--- config.mk ---
export PLATFORM = sky130hd
export DESIGN_NAME = mtrng_cell
export DESIGN_NICKNAME = d
export VERILOG_FILES = /design/src/rtl/mtrng_pkg.sv /design/src/rtl/mtrng_cell.sv
export SDC_FILE = /design/constraint.sdc
export NUM_CORES = 1
export LEC_CHECK = 0
export BUFFER_PORTS_ARGS = -buffer_cell sky130_fd_sc_hd__buf_2
export CORE_MARGIN = 8
export CORE_UTILIZATION = 35
export DETAILED_ROUTE_END_ITERATION = 8
export HOLD_SLACK_MARGIN = 0.05
export PLACE_DENSITY = 0.79
export SKIP_LAST_GASP = 1
export SLEW_MARGIN = 40
export SYNTH_ARGS = -nofsm -noshare
export SYNTH_HDL_FRONTEND = slang
export SYNTH_SLANG_ARGS = --single-unit
--- constraint.sdc ---
create_clock -name clk -period 0.8 [get_ports clk]
set_input_delay 0.16 -clock clk [delete_from_list [all_inputs] [get_ports clk]]
set_output_delay 0.16 -clock clk [all_outputs]
set_load 0.005 [all_outputs]
--- src/rtl/mtrng_pkg.sv ---
// mtrng_pkg: constants and types shared by the mt19937 word generator modules
// no dependencies

package mtrng_pkg;

	localparam int STATE_WORDS   = 624;
	localparam int MIDDLE_OFFSET = 397;
	localparam int WORD_W        = 32;
	localparam int IDX_W         = $clog2(STATE_WORDS + 1);

	localparam logic [WORD_W-1:0] SEED_MULT    = 32'd1812433253;
	localparam logic [WORD_W-1:0] TWIST_MATRIX = 32'h9908_B0DF;
	localparam logic [WORD_W-1:0] UPPER_BIT    = 32'h8000_0000;
	localparam logic [WORD_W-1:0] LOWER_BITS   = 32'h7FFF_FFFF;
	localparam logic [WORD_W-1:0] RESET_SEED   = 32'd19650218;

	typedef logic [WORD_W-1:0] word_t;

	// request to the seeder
	typedef struct packed {
		logic  start;
		word_t seed;
	} seed_ctl_t;

	// seeder output toward the cell row
	typedef struct packed {
		logic  push;
		logic  last;
		word_t word;
	} seed_stat_t;

endpackage

--- src/rtl/mtrng_cell.sv ---
// mtrng_cell: one 32-bit word of the generator state, shifted from its neighbor
// depends on mtrng_pkg

module mtrng_cell (
	input  logic           clk,
	input  logic           shift_en,
	input  mtrng_pkg::word_t d,
	output mtrng_pkg::word_t q
);
	import mtrng_pkg::*;

	word_t word_q;

	always_ff @(posedge clk) begin
		if (shift_en) begin
			word_q <= d;
		end
	end

	assign q = word_q;

endmodule

==> metrics, run 1 <==
status=finished, violations left; failing checks=setup timing; # Max-Cap Violations=0; Vias=between 700 and 800; Yosys cell types=1; crit path DAT=0.85 ns; pwr dens=2020 mW/mm^2; Synth top area share=100%; share of layout cells above drive strength 1=between 50% and 60%; CTS clock-pin slew for the worst setup and hold paths=0.09 ns; setup ws final=-0.206 ns; critical path required time=0.64 ns; synthesized cell area=961 um^2; detailed placer's ending HPWL=~1.7 mm; Avg WL per Cell=roughly 15 um; Final ANT Viol Nets=0; placed insts=130; post-route setup TNS=-5.72 ns; cts bufs inserted=5; fmax=994 MHz; period utilization=126%; non-filler cells, final=about 170; Rows=19; DRC=0; CP peak stage delay=0.39 ns; first-pass GRT wire length=slightly below 4 mm; total power=0.00356 W; WL final=about 2.6 mm; fin crit period=1.01 ns; largest net degree at the start of global routing=18; Initial Utilization=approximately 36%; crit-path cells=buf_2; GP Congestion=0.618; Avg Cell Area, Syn=roughly 30 um^2; die height=68.4 um; YS warnings=0; RSZ-0062 raised after global routing=true; slew at the pin closest to its max-slew limit=0.108 ns; drt pass-1 iters=2; H-tree Lvls=2; Gate Count Post-Synth=32; CTS tree=yes; max reg flops=32; commonest non-fill, non-tap cell in the layout=buf_2; post-synthesis register bit count=32; Root Driver=clkbuf_4; Worst path slowest cell=edfxtp_1; Hold WC Path Type=in -> reg; CTS Buffer Depth=2; fillers=196; vias in the first global route=850; I/O pin count=66; Via-to-Cell Ratio=4.15; Relative slew margins=around 93%; area of the multi-input gates=0 um^2; core box area=between 0.002 and 0.003 mm^2; Worst Setup Path Type=reg -> out; worst-path fanout max=1; post_cts resized=0; multi-input gate count=0; register area share after synthesis=100%; commonest cells after routing, fill and taps aside=buf_2, dlygate4sd3_1, edfxtp_1, clkbuf_4; worst vdd ir=1740 uV; startpoint types=flop; CTS sink cnt=32; Post-Syn Nets=66; Worst Setup End Kind=output port; die area=0.00468 mm^2; main area contributors after synthesis=edfxtp_1; Area growth, synth to finish=83.5%; CP bufs+invs=1; global route overflow=0; Hold Vio Cnt, Final=0; initial antenna violation count=0; final net count=about 170; max-slew violations=0; gr usage total=11.8%; worst slack at placement=between 0.03 and 0.04 ns; final setup fails=32; Leakage=0.762 nW; initial DRC count=20; Top delay family on crit path=flip-flops; Buffers on Ports=65; cell taking the most area after synthesis=edfxtp_1; Die W=68.4 um
## what timing repair did
action	4_1_cts	5_1_grt
endpoints found under the setup margin	32	32
pin swaps	0	0
hold buffers	32	0
buffers inserted	0	0
hold endpoints to repair	32	0
## report_power, final
group          switching (W)  internal, W
sequential         0.0000302      0.00199
clock               0.000497     0.000638
combinational       0.000148     0.000257
total               0.000676      0.00288
## cells by family (layout without fill, tap and decap cells)
kind of cell	after synthesis	after routing	share of synthesized area (%)
other	0	1	0
buffers and inverters	0	107	0
flip-flops	32	32	100
## synthesized netlist by cell type
library cell	instances
edfxtp_1	32
## through the flow
step / hold WS (ns) / cell area [um^2] / utilization, %
after floorplan: 0.259 / 961 / -
after global placement: 0.337 / 1370 / 50.8
after detailed placement: 0.338 / 1370 / 50.8
after CTS: 0.232 / 1760 / 65.5
after global routing: 0.261 / 1760 / 65.5
final: 0.262 / 1760 / 65.6
## routing by layer
layer  wire length (um)  global-route usage [%]  part of all wire, %  vias up
li1                   -                       -                    -      344
met1                906                    11.1                   35      318
met2               1280                    18.8                   49       44
met3                409                    8.35                   16        4
met4                 23                    6.39                 0.88        0
met5                  0                       0                    0        -
## final timing paths
path	startpoint	endpoint	slack, ns	depth (start not counted)
worst max-delay path	q[21]	q[21]	-0.21	1
worst min-delay path	shift_en	q[19]	0.26	2
## area by class of cell
| cell class | count | area (um^2) | share of cell area [%] |
|---|---|---|---|
| flip-flops and latches | 32 | 961 | 54.5 |
| repair buffers | 99 | 686 | 38.9 |
| well taps | 31 | 38.8 | 2.20 |
| clock buffers | 5 | 37.5 | 2.13 |
| clock inverters | 3 | 37.5 | 2.13 |
| diodes | 1 | 2.50 | 0.142 |
Power figures use the tool's default switching activity.
==> inputs of run 2 (changes only) <==
- CELL_PAD_IN_SITES_DETAIL_PLACEMENT: unset -> 0
- CELL_PAD_IN_SITES_GLOBAL_PLACEMENT: unset -> 1
- CORE_UTILIZATION: 35 -> 28
- SKIP_CTS_REPAIR_TIMING: unset -> 1
==> run 2 against run 1 <==
Combinational power is 1% lower. Utilization fell by 13 points. Flip-flop and latch count is the same. Cell count is 8.2% higher. Global-route usage down 3.8 points. The run still ends with setup timing left. Sequential share of layout area up 0.31 points. Hold slack got worse by 0.022 ns. First-iteration DRC count up 70%. Maximum frequency decreased by 2.0%. Sequential power hardly changed. Die area rose by 19%.
==> metrics, run 2 (synthesis results as in run 1) <==
crit path DAT=0.87 ns (was 0.85 ns); CTS sink cnt=32 (unchanged); Worst path slowest cell=edfxtp_1 (unchanged); cts bufs inserted=5 (unchanged); status=finished, violations left (unchanged); Avg WL per Cell=13.6 um (was 15.3 um); # Max-Cap Violations=0 (unchanged); final net count=172 (unchanged); period utilization=128% (was 126%); die height=74.6 um (was 68.4 um); Rows=21 (was 19); Hold Slack=0.240 ns (was 0.262 ns); critical path required time=0.64 ns (about the same); Initial Utilization=29.0% (was 35.8%); largest net degree at the start of global routing=23 (was 18); Antenna diodes=0 (was 1); global route overflow=0 (unchanged); worst vdd ir=1060 uV (was 1740 uV); RSZ-0062 raised after global routing=true (unchanged); Vias=711 (was 710); Top delay family on crit path=flip-flops (unchanged); Via-to-Cell Ratio=3.84 (was 4.15); failing checks=setup timing (unchanged); Worst Setup Path Type=reg -> out (unchanged); CTS clock-pin slew for the worst setup and hold paths=0.09 ns (about the same); DRC=0 (unchanged); max-slew violations=0 (unchanged); share of layout cells above drive strength 1=51.8% (was 52.5%); startpoint types=flop (unchanged); CTS Buffer Depth=2 (unchanged); worst-path fanout max=1 (unchanged); final setup fails=32 (unchanged); multi-input gate count=0 (unchanged); CP peak stage delay=0.40 ns (was 0.39 ns); worst min-delay path endpoint=q[16] (was q[19]); utilization after layout=52.9% (was 65.6%); crit-path cells=buf_2 (unchanged); first-pass GRT wire length=3.12 mm (was 3.93 mm); Die W=74.6 um (was 68.4 um); setup ws final=-0.226 ns (was -0.206 ns); Root Driver=clkbuf_4 (unchanged); drt pass-1 iters=2 (unchanged); I/O pin count=66 (unchanged); commonest cells after routing, fill and taps aside=buf_2, dlygate4sd3_1, edfxtp_1, clkbuf_4 (unchanged); Buffers on Ports=65 (unchanged); WL final=2.53 mm (was 2.62 mm); Worst Setup End Kind=output port (unchanged); area of the multi-input gates=0 um^2 (unchanged); vias in the first global route=658 (was 850); core box area=0.00331 mm^2 (was 0.00269 mm^2); fin crit period=1.03 ns (was 1.01 ns); fmax=974 MHz (was 994 MHz); pwr dens=1840 mW/mm^2 (was 2020 mW/mm^2); Final ANT Viol Nets=0 (unchanged); CP bufs+invs=1 (unchanged); die area=0.00556 mm^2 (was 0.00468 mm^2); Area growth, synth to finish=82.4% (was 83.5%); H-tree Lvls=2 (unchanged); Hold WC Path Type=in -> reg (unchanged); CTS tree=yes (unchanged); initial DRC count=34 (was 20); hold path depth=2 (unchanged); initial antenna violation count=0 (unchanged); Hold Vio Cnt, Final=0 (unchanged); slew at the pin closest to its max-slew limit=0.124 ns (was 0.108 ns); max reg flops=32 (unchanged); GP Congestion=0.618 (about the same); Leakage=0.748 nW (was 0.762 nW); Relative slew margins=91.7% (was 92.8%); gr usage total=8.02% (was 11.8%); hold_sp=shift_en (unchanged); commonest non-fill, non-tap cell in the layout=buf_2 (unchanged)
run 2: routing by layer:
| metal | up-vias | GRT usage (%) | share of wire (%) |
|---|---|---|---|
| met4 | 0 | 4.57 | 1.1 |
| li1 | 342 | - | - |
| met1 | 328 | 6.73 | 36 |
| met3 | 4 | 6.20 | 10 |
| met5 | - | 0 | 0 |
| met2 | 37 | 13.2 | 53 |
run 2: final cells by class:
cell class	count	area (um^2)
clock buffers	7	45.0
clock inverters	1	3.75
well taps	46	57.6
repair buffers	99	686
fillers	296	1560
flip-flops and latches	32	961
run 2: worst max-delay path by stage:
stage,cells past startpoint,from,to
4_1_cts,1,q[12],q[12]
3_3_place_gp,2,shift_en,q[14]
5_1_grt,1,q[1],q[1]
6_report,1,q[1],q[1]
2_1_floorplan,0,q[0],q[0]
3_5_place_dp,2,shift_en,q[3]
run 2: report_power, final:
group          switching [W]  total (W)  internal (W)
registers          0.0000296    0.00202       0.00199
clock network       0.000478   0.000815      0.000337
logic               0.000144   0.000400      0.000257
run 2: stage by stage:
step	instances	setup WS [ns]	setup TNS [ns]	power, W	area (um^2)
6_report	185	-0.226	-5.55	0.00323	1750
3_5_place_dp	145	0.0130	0	0.00234	1380
4_1_cts	153	-0.236	-6.42	0.00318	1430
2_1_floorplan	32	0.285	0	0.00208	961
3_3_place_gp	145	0.0208	0	0.00233	1380
5_1_grt	185	-0.288	-7.31	0.00339	1750
