===== src/rtl/mtrng_pkg.sv =====
// mtrng_pkg: constants and types shared by the mt19937 word generator modules
// no dependencies

package mtrng_pkg;

	localparam int STATE_WORDS   = 624;
	localparam int MIDDLE_OFFSET = 397;
	localparam int WORD_W        = 32;
	localparam int IDX_W         = $clog2(STATE_WORDS + 1);

	localparam logic [WORD_W-1:0] SEED_MULT    = 32'd1812433253;
	localparam logic [WORD_W-1:0] TWIST_MATRIX = 32'h9908_B0DF;
	localparam logic [WORD_W-1:0] UPPER_BIT    = 32'h8000_0000;
	localparam logic [WORD_W-1:0] LOWER_BITS   = 32'h7FFF_FFFF;
	localparam logic [WORD_W-1:0] RESET_SEED   = 32'd19650218;

	typedef logic [WORD_W-1:0] word_t;

	// request to the seeder
	typedef struct packed {
		logic  start;
		word_t seed;
	} seed_ctl_t;

	// seeder output toward the cell row
	typedef struct packed {
		logic  push;
		logic  last;
		word_t word;
	} seed_stat_t;

endpackage


===== src/rtl/mtrng_seeder.sv =====
// mtrng_seeder: produces the 624 seed words, one per cycle, from the seed recurrence
// depends on mtrng_pkg; runs once out of reset with the reset seed, and again on each start

module mtrng_seeder (
	input  logic                   clk,
	input  logic                   arst_n,
	input  mtrng_pkg::seed_ctl_t   ctl,
	output mtrng_pkg::seed_stat_t  stat
);
	import mtrng_pkg::*;

	word_t            s_q;
	logic [IDX_W-1:0] idx_q;
	logic             active_q;
	word_t            mix;
	word_t            s_next;
	logic             last;

	assign mix    = s_q ^ (s_q >> 30);
	assign s_next = SEED_MULT * mix + {{(WORD_W-IDX_W){1'b0}}, idx_q};
	assign last   = active_q && (idx_q == IDX_W'(STATE_WORDS));

	always_ff @(posedge clk or negedge arst_n) begin
		if (!arst_n) begin
			s_q      <= RESET_SEED;
			idx_q    <= IDX_W'(1);
			active_q <= 1'b1;
		end else if (ctl.start) begin
			s_q      <= ctl.seed;
			idx_q    <= IDX_W'(1);
			active_q <= 1'b1;
		end else if (active_q) begin
			s_q   <= s_next;
			idx_q <= idx_q + IDX_W'(1);
			if (last) begin
				active_q <= 1'b0;
			end
		end
	end

	assign stat.push = active_q;
	assign stat.last = last;
	assign stat.word = s_q;

endmodule


===== config.mk =====
export PLATFORM = sky130hd
export DESIGN_NAME = mtrng_seeder
export DESIGN_NICKNAME = d
export VERILOG_FILES = /design/src/rtl/mtrng_pkg.sv /design/src/rtl/mtrng_seeder.sv
export SDC_FILE = /design/constraint.sdc
export NUM_CORES = 1
export LEC_CHECK = 0
export ABC_AREA = 0
export ABC_CLOCK_PERIOD_IN_PS = 6700
export BUFFER_PORTS_ARGS = -buffer_cell sky130_fd_sc_hd__buf_2
export CAP_MARGIN = 20
export CORE_MARGIN = 2
export CORE_UTILIZATION = 45
export DETAILED_ROUTE_END_ITERATION = 8
export HOLD_SLACK_MARGIN = 0.08
export PLACE_DENSITY = 0.65
export SLEW_MARGIN = 0
export SYNTH_ARGS = -nofsm -noshare
export SYNTH_HDL_FRONTEND = slang
export SYNTH_SLANG_ARGS = --single-unit

===== constraint.sdc =====
create_clock -name clk -period 6.7 [get_ports clk]
set_input_delay 1.005 -clock clk [delete_from_list [all_inputs] [get_ports clk]]
set_output_delay 1.005 -clock clk [all_outputs]
set_load 0.05 [all_outputs]

==> run summary, run 1 <==
The number of nets in the layout was 1563; the number of detailed-routing iterations run before antenna repair was 7. The multi-input logic area was 8160 um^2; the first-pass GRT wire length was 43.4 mm. The top cell types in the final layout, fill and taps aside, are sky130_fd_sc_hd__inv_1 (269), sky130_fd_sc_hd__ha_1 (238), sky130_fd_sc_hd__fa_1 (153), sky130_fd_sc_hd__buf_2 (68), sky130_fd_sc_hd__xnor2_1 (51). The tools report the total global routing track utilization as 0.236. For the worst setup path, the data required time is 6.94 ns. In this run the number of H-tree levels came out at 2. Routability-driven placement finished with a final weighted congestion of 0.906.

After routing the design area is 11500 um^2. The tools report the starting density of the core as 0.457. Data arrives at the worst endpoint at 6.67 ns.

The logs give 1 for the initial antenna violation count and 0 ns for the setup TNS after final layout. For this block, the via count after detailed routing is 7388. Remaining global-route overflow: 0. Time the worst path needs with I/O delays and setup: 6.43 ns. The die covers 24100 um^2.

In this run the count of I/O pins placed on the die edge is 69. Summing every instance area after synthesis gives 10300 um^2. Final-report setup violation count: 0. The min-delay analysis places its worst path in the category reg2reg. The number of standard cells after synthesis is 1035, and the clock-pin slew on the worst setup and hold paths is 0.08 ns.

In this run the mean area of a mapped cell was 9.96 um^2. After clock tree synthesis, the flow added hold-fix buffers numbering 0. In this run the clock root is driven by a sky130_fd_sc_hd__clkbuf_16.

The Yosys warning count was 0; the sum of routed wire length over all layers was 26.3 mm. Along the worst path, the maximum fanout reaches 7. Clock latency on the worst-skew pair, taken at its later pin, is 0.31 ns. The tools report the filler cell count in the final layout as 2147. The number of distinct library cell variants in the gate-level netlist after synthesis came out at 54. The headroom to the max-slew limit was 0.521. The startpoint identified for the worst register-to-register timing path is s_q[3]$_DFFE_PN1P_.

Measured along the y axis, the die boundary spans 155 um. Leaving out fill and tap cells, the most frequent cell in the layout is sky130_fd_sc_hd__inv_1. The fraction of the cycle the final worst path needs is 0.960, and the max-slew violation total from the final report is 0. In the routed layout, each cell is associated on average with a via count of 5.19. The run gives 0.106 as the sequential element share of the synthesized area.

The proportion of layout cells with a drive suffix above 1 is 0.134, and the clock skew is 0.00717 ns. Entering global routing, the biggest net connects 75 pins. TritonCTS built the clock tree. For the placeable core area, the log shows 22600 um^2. Critical path start-end classification: reg2reg. After the first detailed-routing iteration, the DRC count stood at 334. The tools report the total CTS buffers as 5. The number of hold violations in the final report was 0. Setup repair after global routing left no endpoint under its margin. The most frequently used flop master after synthesis was sky130_fd_sc_hd__dfrtp_1. Detailed placement ended at an HPWL of 22.5 mm.

The tools report the number of remaining DRC errors as 0. After detailed routing, the average wire length per cell comes to 18.5 um. Once detail routing completed, the nets flagged for antenna violations numbered 0.

The kind of end point of the critical path is a register. The number of nets produced by synthesis is 1462, and the sequential cell area is 1100 um^2. Derived from the worst setup path, the maximum achievable clock frequency is 0.156 GHz. Share of flip-flops with an asynchronous set or reset: 1.00. The run finished with clean final reports.

The floorplan step set the die width to 155 um. The tool flagged a number of max-cap violations equal to 0. The count of flip-flops with a built-in enable after synthesis is 0. The most critical setup path has its startpoint at s_q[3]$_DFFE_PN1P_.

The logs give 8093 for the via count of the first global-routing pass and 43 for the clock net sink count. Number of cell rows: 55. The startpoint of the worst hold path was idx_q[6]$_DFFE_PN0P_.

Cell area reported after detailed placement: 11200 um^2. At the pin with the least slew margin, the transition time is 0.718 ns. The synthesized design contains 43 register bits. Compared with the post-synthesis result, the final layout area differs by 11.1%. The clock passes through at most 2 buffers. Buffers placed on the I/O ports in this run total 68. The worst setup path is launched from a register.
cells in the mapped netlist (3+ instances only):
cell type | n | share of area
sky130_fd_sc_hd__a211oi_1 | 5 | 0.0036
sky130_fd_sc_hd__a21o_1 | 15 | 0.011
sky130_fd_sc_hd__a21oi_1 | 26 | 0.013
sky130_fd_sc_hd__a22oi_1 | 4 | 0.0029
sky130_fd_sc_hd__a31oi_1 | 4 | 0.0024
sky130_fd_sc_hd__and3_1 | 3 | 0.0018
sky130_fd_sc_hd__clkbuf_1 | 11 | 0.0040
sky130_fd_sc_hd__dfrtp_1 | 27 | 0.066
sky130_fd_sc_hd__dfstp_2 | 16 | 0.041
sky130_fd_sc_hd__fa_1 | 153 | 0.30
sky130_fd_sc_hd__ha_1 | 239 | 0.29
sky130_fd_sc_hd__inv_1 | 269 | 0.098
sky130_fd_sc_hd__mux2i_1 | 20 | 0.019
sky130_fd_sc_hd__nand2_1 | 45 | 0.016
sky130_fd_sc_hd__nand2b_1 | 4 | 0.0024
sky130_fd_sc_hd__nand3_1 | 4 | 0.0019
sky130_fd_sc_hd__nand4_1 | 3 | 0.0018
sky130_fd_sc_hd__nor2_1 | 22 | 0.0080
sky130_fd_sc_hd__nor2b_1 | 5 | 0.0030
sky130_fd_sc_hd__nor3_1 | 3 | 0.0015
sky130_fd_sc_hd__o21a_1 | 3 | 0.0022
sky130_fd_sc_hd__o21ai_0 | 46 | 0.022
sky130_fd_sc_hd__o21bai_1 | 3 | 0.0022
sky130_fd_sc_hd__xnor2_1 | 51 | 0.043
sky130_fd_sc_hd__xor2_1 | 16 | 0.014
final cells by class:
type,count,area share
antenna,1,0.000219
clock buffer,5,0.0109
clock inverter,3,0.00404
inverter,269,0.0882
multi-input combinational,707,0.712
sequential,43,0.0958
tap,285,0.0311
timing repair buffer,110,0.0573
path summary, 6_finish.rpt:
kind | endpoint | slack (ns) | depth (start not counted)
worst max-delay path | s_q[24]$_DFFE_PN1P_ | 0.27 | 23
worst min-delay path | idx_q[6]$_DFFE_PN0P_ | 0.56 | 2
worst max register to register | s_q[24]$_DFFE_PN1P_ | 0.27 | 23
worst min register to register | idx_q[6]$_DFFE_PN0P_ | 0.56 | 2
max in group asynchronous | s_q[13]$_DFFE_PN0P_ | 5.44 | 2
min in group asynchronous | s_q[4]$_DFFE_PN0P_ | 0.80 | 2
flip-flops by register name (all words and copies together), names as in the netlist:
name and cells:
active_q 1, s_q 32, idx_q 10
stage by stage:
step,hold WS (ns),cells,worst slack (ns),util
after floorplan,0.522,1035,0.00850,-
after global placement,0.543,1412,0.251,0.498
after detailed placement,0.552,1412,0.212,0.498
after CTS,0.564,1420,0.157,0.506
after global routing,0.598,1422,0.00784,0.507
final,0.561,1423,0.271,0.507
logic make-up after synthesis:
kind of cell / after synthesis / synth area share
fa+ha+maj: 392 / 0.587
buf+inv: 285 / 0.105
compound gates: 120 / 0.0739
simple gates: 108 / 0.0512
xor+xnor: 67 / 0.0569
flops: 43 / 0.106
mux: 20 / 0.0194
layer usage:
metal,up-vias,routed length (um),global-route usage
met3,37,1260,0.0348
met1,3691,12000,0.331
li1,3485,-,-
met4,0,561,0.0415
met5,-,0,0
met2,175,12500,0.396
worst max-delay path: stages, from the launching register on:
cell and delay, ns:
sky130_fd_sc_hd__dfstp_2 0.71, sky130_fd_sc_hd__ha_1 0.31, sky130_fd_sc_hd__ha_1 0.27, sky130_fd_sc_hd__ha_1 0.29, sky130_fd_sc_hd__inv_1 0.05, sky130_fd_sc_hd__fa_1 0.48, sky130_fd_sc_hd__inv_1 0.05, sky130_fd_sc_hd__ha_1 0.27
sky130_fd_sc_hd__ha_1 0.31, sky130_fd_sc_hd__fa_1 0.54, sky130_fd_sc_hd__inv_1 0.06, sky130_fd_sc_hd__fa_1 0.53, sky130_fd_sc_hd__inv_1 0.04, sky130_fd_sc_hd__ha_1 0.25, sky130_fd_sc_hd__or3_4 0.42, sky130_fd_sc_hd__a2111oi_4 0.28
sky130_fd_sc_hd__o31ai_2 0.17, sky130_fd_sc_hd__a31o_1 0.25, sky130_fd_sc_hd__nor3b_2 0.16, sky130_fd_sc_hd__o31ai_2 0.25, sky130_fd_sc_hd__nand2_1 0.10, sky130_fd_sc_hd__a21oi_2 0.20, sky130_fd_sc_hd__mux2i_1 0.10, sky130_fd_sc_hd__a221o_1 0.26
timing repair:
action                                  CTS  global route
resized for setup                         0            10
hold endpoints to repair                  0             0
buffers inserted                          0             2
endpoints found under the setup margin    0             6
Power of run 1 is not shown: default switching activity piles up to over one toggle a cycle in this logic, so the estimate is an artifact.
==> run 2: changes to the inputs <==
- MAX_ROUTING_LAYER: default -> met4
==> run summary, run 2 (synthesized netlist as in run 1, its figures left out) <==
The flow ran to the end, and the final reports show no timing, DRC or antenna violations. By startpoint and endpoint, the worst setup path is classified as reg2reg. The highest net fanout along the worst path is 7 (unchanged), and the per-cell routed wire length is 18.6 um (+0.36%).

The maximum number of pins on one net before global-route repair was 75 (unchanged); the number of cells traversed by the worst register-to-register path was 23 (unchanged). Among cell families on the critical path, the largest total delay comes from adder cells. The buffer and inverter count on the worst path is 4 (unchanged). The maximum clock path buffer count was 2 (unchanged); the number of nets with antenna violations after detailed routing was 0 (unchanged). Final-report setup violation count: 0 (unchanged). Slowest cell on the critical path: sky130_fd_sc_hd__dfstp_2. The post-cts hold buffer count is 0 (unchanged), and the count of port buffers added during placement is 68 (unchanged). For the reg2reg setup slack, the log shows 0.25 ns (-0.02 ns).

For the number of remaining DRC errors, the log shows 0 (unchanged). The fmax is 0.155 GHz (-0.31%), and the initial antenna violation count is 0 (-1). The starting density of the core was 0.457 (unchanged); the clock-pin slew on the worst setup and hold paths was 0.08 ns (about the same).

The antenna diode count was 0 (-1). The largest stage delay on the critical path is 0.68 ns (-0.03 ns). The die width was 155 um (unchanged). The kind of end point of the critical path was a register. The library cell used most frequently in the layout, excluding fill and tap cells, is sky130_fd_sc_hd__inv_1. The cell repeated most along the worst path was sky130_fd_sc_hd__ha_1.

The setup TNS after final layout is 0 ns (unchanged). The number of instances on the worst hold path came out at 2 (unchanged). The tools report the sum of routed wire length over all layers as 26.4 mm (+0.43%). The fraction of the cycle the final worst path needs is 0.963 (+0.00301). The area of the die came out at 24100 um^2 (unchanged). Total global routing track utilization: 0.242 (+0.00592).

Traced cell by cell, the critical path runs through ha_1, ha_1, ha_1, inv_1, fa_1, inv_1, ha_1, ha_1, fa_1, inv_1, fa_1, inv_1, ha_1, or3_4, a2111oi_4, o31ai_2, a31o_1, nor3b_2, o31ai_2, nand2_1, a21oi_2, mux2i_1, a221o_1. Via count of the first global-routing pass: 8077 (-0.20%). Setup repair after global routing left no endpoint under its margin.

The source-to-sink clock delay at the later pin of the worst-skew pair is 0.31 ns (about the same), and the number of nets in the layout is 1565 (+0.13%). The worst path required time was 6.93 ns (about the same); the max-slew violation total from the final report was 0 (unchanged). The proportion of layout cells with a drive suffix above 1 was 0.138 (+0.00416). The category of the worst setup path launch point was a register.

TritonCTS built the clock tree. The time the worst path needs with I/O delays and setup is 6.45 ns (+0.0202 ns). The tree is rooted in a sky130_fd_sc_hd__clkbuf_16. The largest registers in the layout are s_q x32, idx_q x10, active_q x1. The run gives 6.68 ns (about the same) as the arrival time at the worst endpoint. In the layout the commonest cells are sky130_fd_sc_hd__inv_1 (269), sky130_fd_sc_hd__ha_1 (237), sky130_fd_sc_hd__fa_1 (153), sky130_fd_sc_hd__buf_2 (68), sky130_fd_sc_hd__xnor2_1 (51). The number of detailed-routing iterations run before antenna repair is 4 (-3), and the count of H-tree levels built during CTS is 2 (unchanged).

Number of hold violations in the final report: 0 (unchanged). The actual transition at the worst max-transition pin works out to 0.762 ns (+0.0432 ns). The clock skew was 0.0101 ns (+0.00295 ns); the initial DRC count was 342 (+2.4%). The remaining global-route overflow is 0 (unchanged). Post-synthesis to final-layout area growth: 11.5%. The run gives 5 (unchanged) as the total CTS buffers. The number of cell rows came out at 55 (unchanged). The tools report the number of top-level pins as 69 (unchanged).

The worst hold-check path type was reg2reg. The placeable core area was 22600 um^2 (unchanged); the count of max-cap constraint violations was 0 (unchanged). The die outline height was 155 um (unchanged); the flip-flop count of the largest register after layout was 32 (unchanged). The logs give 7290 (-1.3%) for the overall via count from detail_route and 22.6 mm (+0.34%) for the half-perimeter wire length of the detailed placement result. Register name with the most flops: s_q.

The tools report the headroom to the max-slew limit as 0.491 (-0.0305). The routability congestion estimate was 0.936 (+3.3%); the count of cell instances traversed by the critical path was 23 (unchanged). The tools report the clock net sink count as 43 (unchanged). The post-detailed-route via-to-cell ratio is 5.12 (-1.4%), and the first-pass GRT wire length is 43.2 mm (-0.51%).
[run 2: layout make-up]
class,instances,area [um^2]
Clock buffer,5,125
Clock inverter,3,46.3
Fill cell,2125,11100
Inverter,269,1010
Multi-Input combinational cell,707,8170
Sequential cell,43,1100
Tap cell,285,357
Timing Repair Buffer,112,683
[run 2: path summary, 6_finish.rpt]
| path | from | to |
|---|---|---|
| max | s_q[5]$_DFFE_PN1P_ | s_q[24]$_DFFE_PN1P_ |
| max in group asynchronous | arst_n | s_q[18]$_DFFE_PN0P_ |
| max reg2reg | s_q[5]$_DFFE_PN1P_ | s_q[24]$_DFFE_PN1P_ |
| min in group asynchronous | arst_n | s_q[4]$_DFFE_PN0P_ |
| min reg2reg | idx_q[6]$_DFFE_PN0P_ | idx_q[6]$_DFFE_PN0P_ |
| min | idx_q[6]$_DFFE_PN0P_ | idx_q[6]$_DFFE_PN0P_ |
[run 2: through the flow]
step	setup WS, ns	cell area, um^2	util	std cells	hold WS [ns]
after global routing	0.00236	11500	0.509	1424	0.597
after floorplan	0.00850	10300	-	1035	0.522
final	0.251	11500	0.509	1424	0.566
after detailed placement	0.199	11300	0.500	1415	0.552
after CTS	0.160	11400	0.507	1423	0.564
after global placement	0.228	11300	0.500	1415	0.541
[run 2: metal layers]
metal | global-route usage | routed length, um | up-vias
met4 | 0.0502 | 566 | 0
met2 | 0.397 | 12500 | 161
li1 | - | - | 3496
met3 | 0.0331 | 1220 | 38
met5 | - | 0 | -
met1 | 0.324 | 12200 | 3595
[run 2: tightest hold or removal path: stages, from the launching register on]
cell and delay [ns]:
sky130_fd_sc_hd__dfrtp_1 0.36, sky130_fd_sc_hd__or3_1 0.11, sky130_fd_sc_hd__a21oi_1 0.06
[run 2: timing repair]
action	CTS	global route
hold endpoints to repair	0	0
gates resized for setup	0	13
setup buffers	0	1
setup endpoints to repair	0	8
Power of run 2 is left out for the same reason.
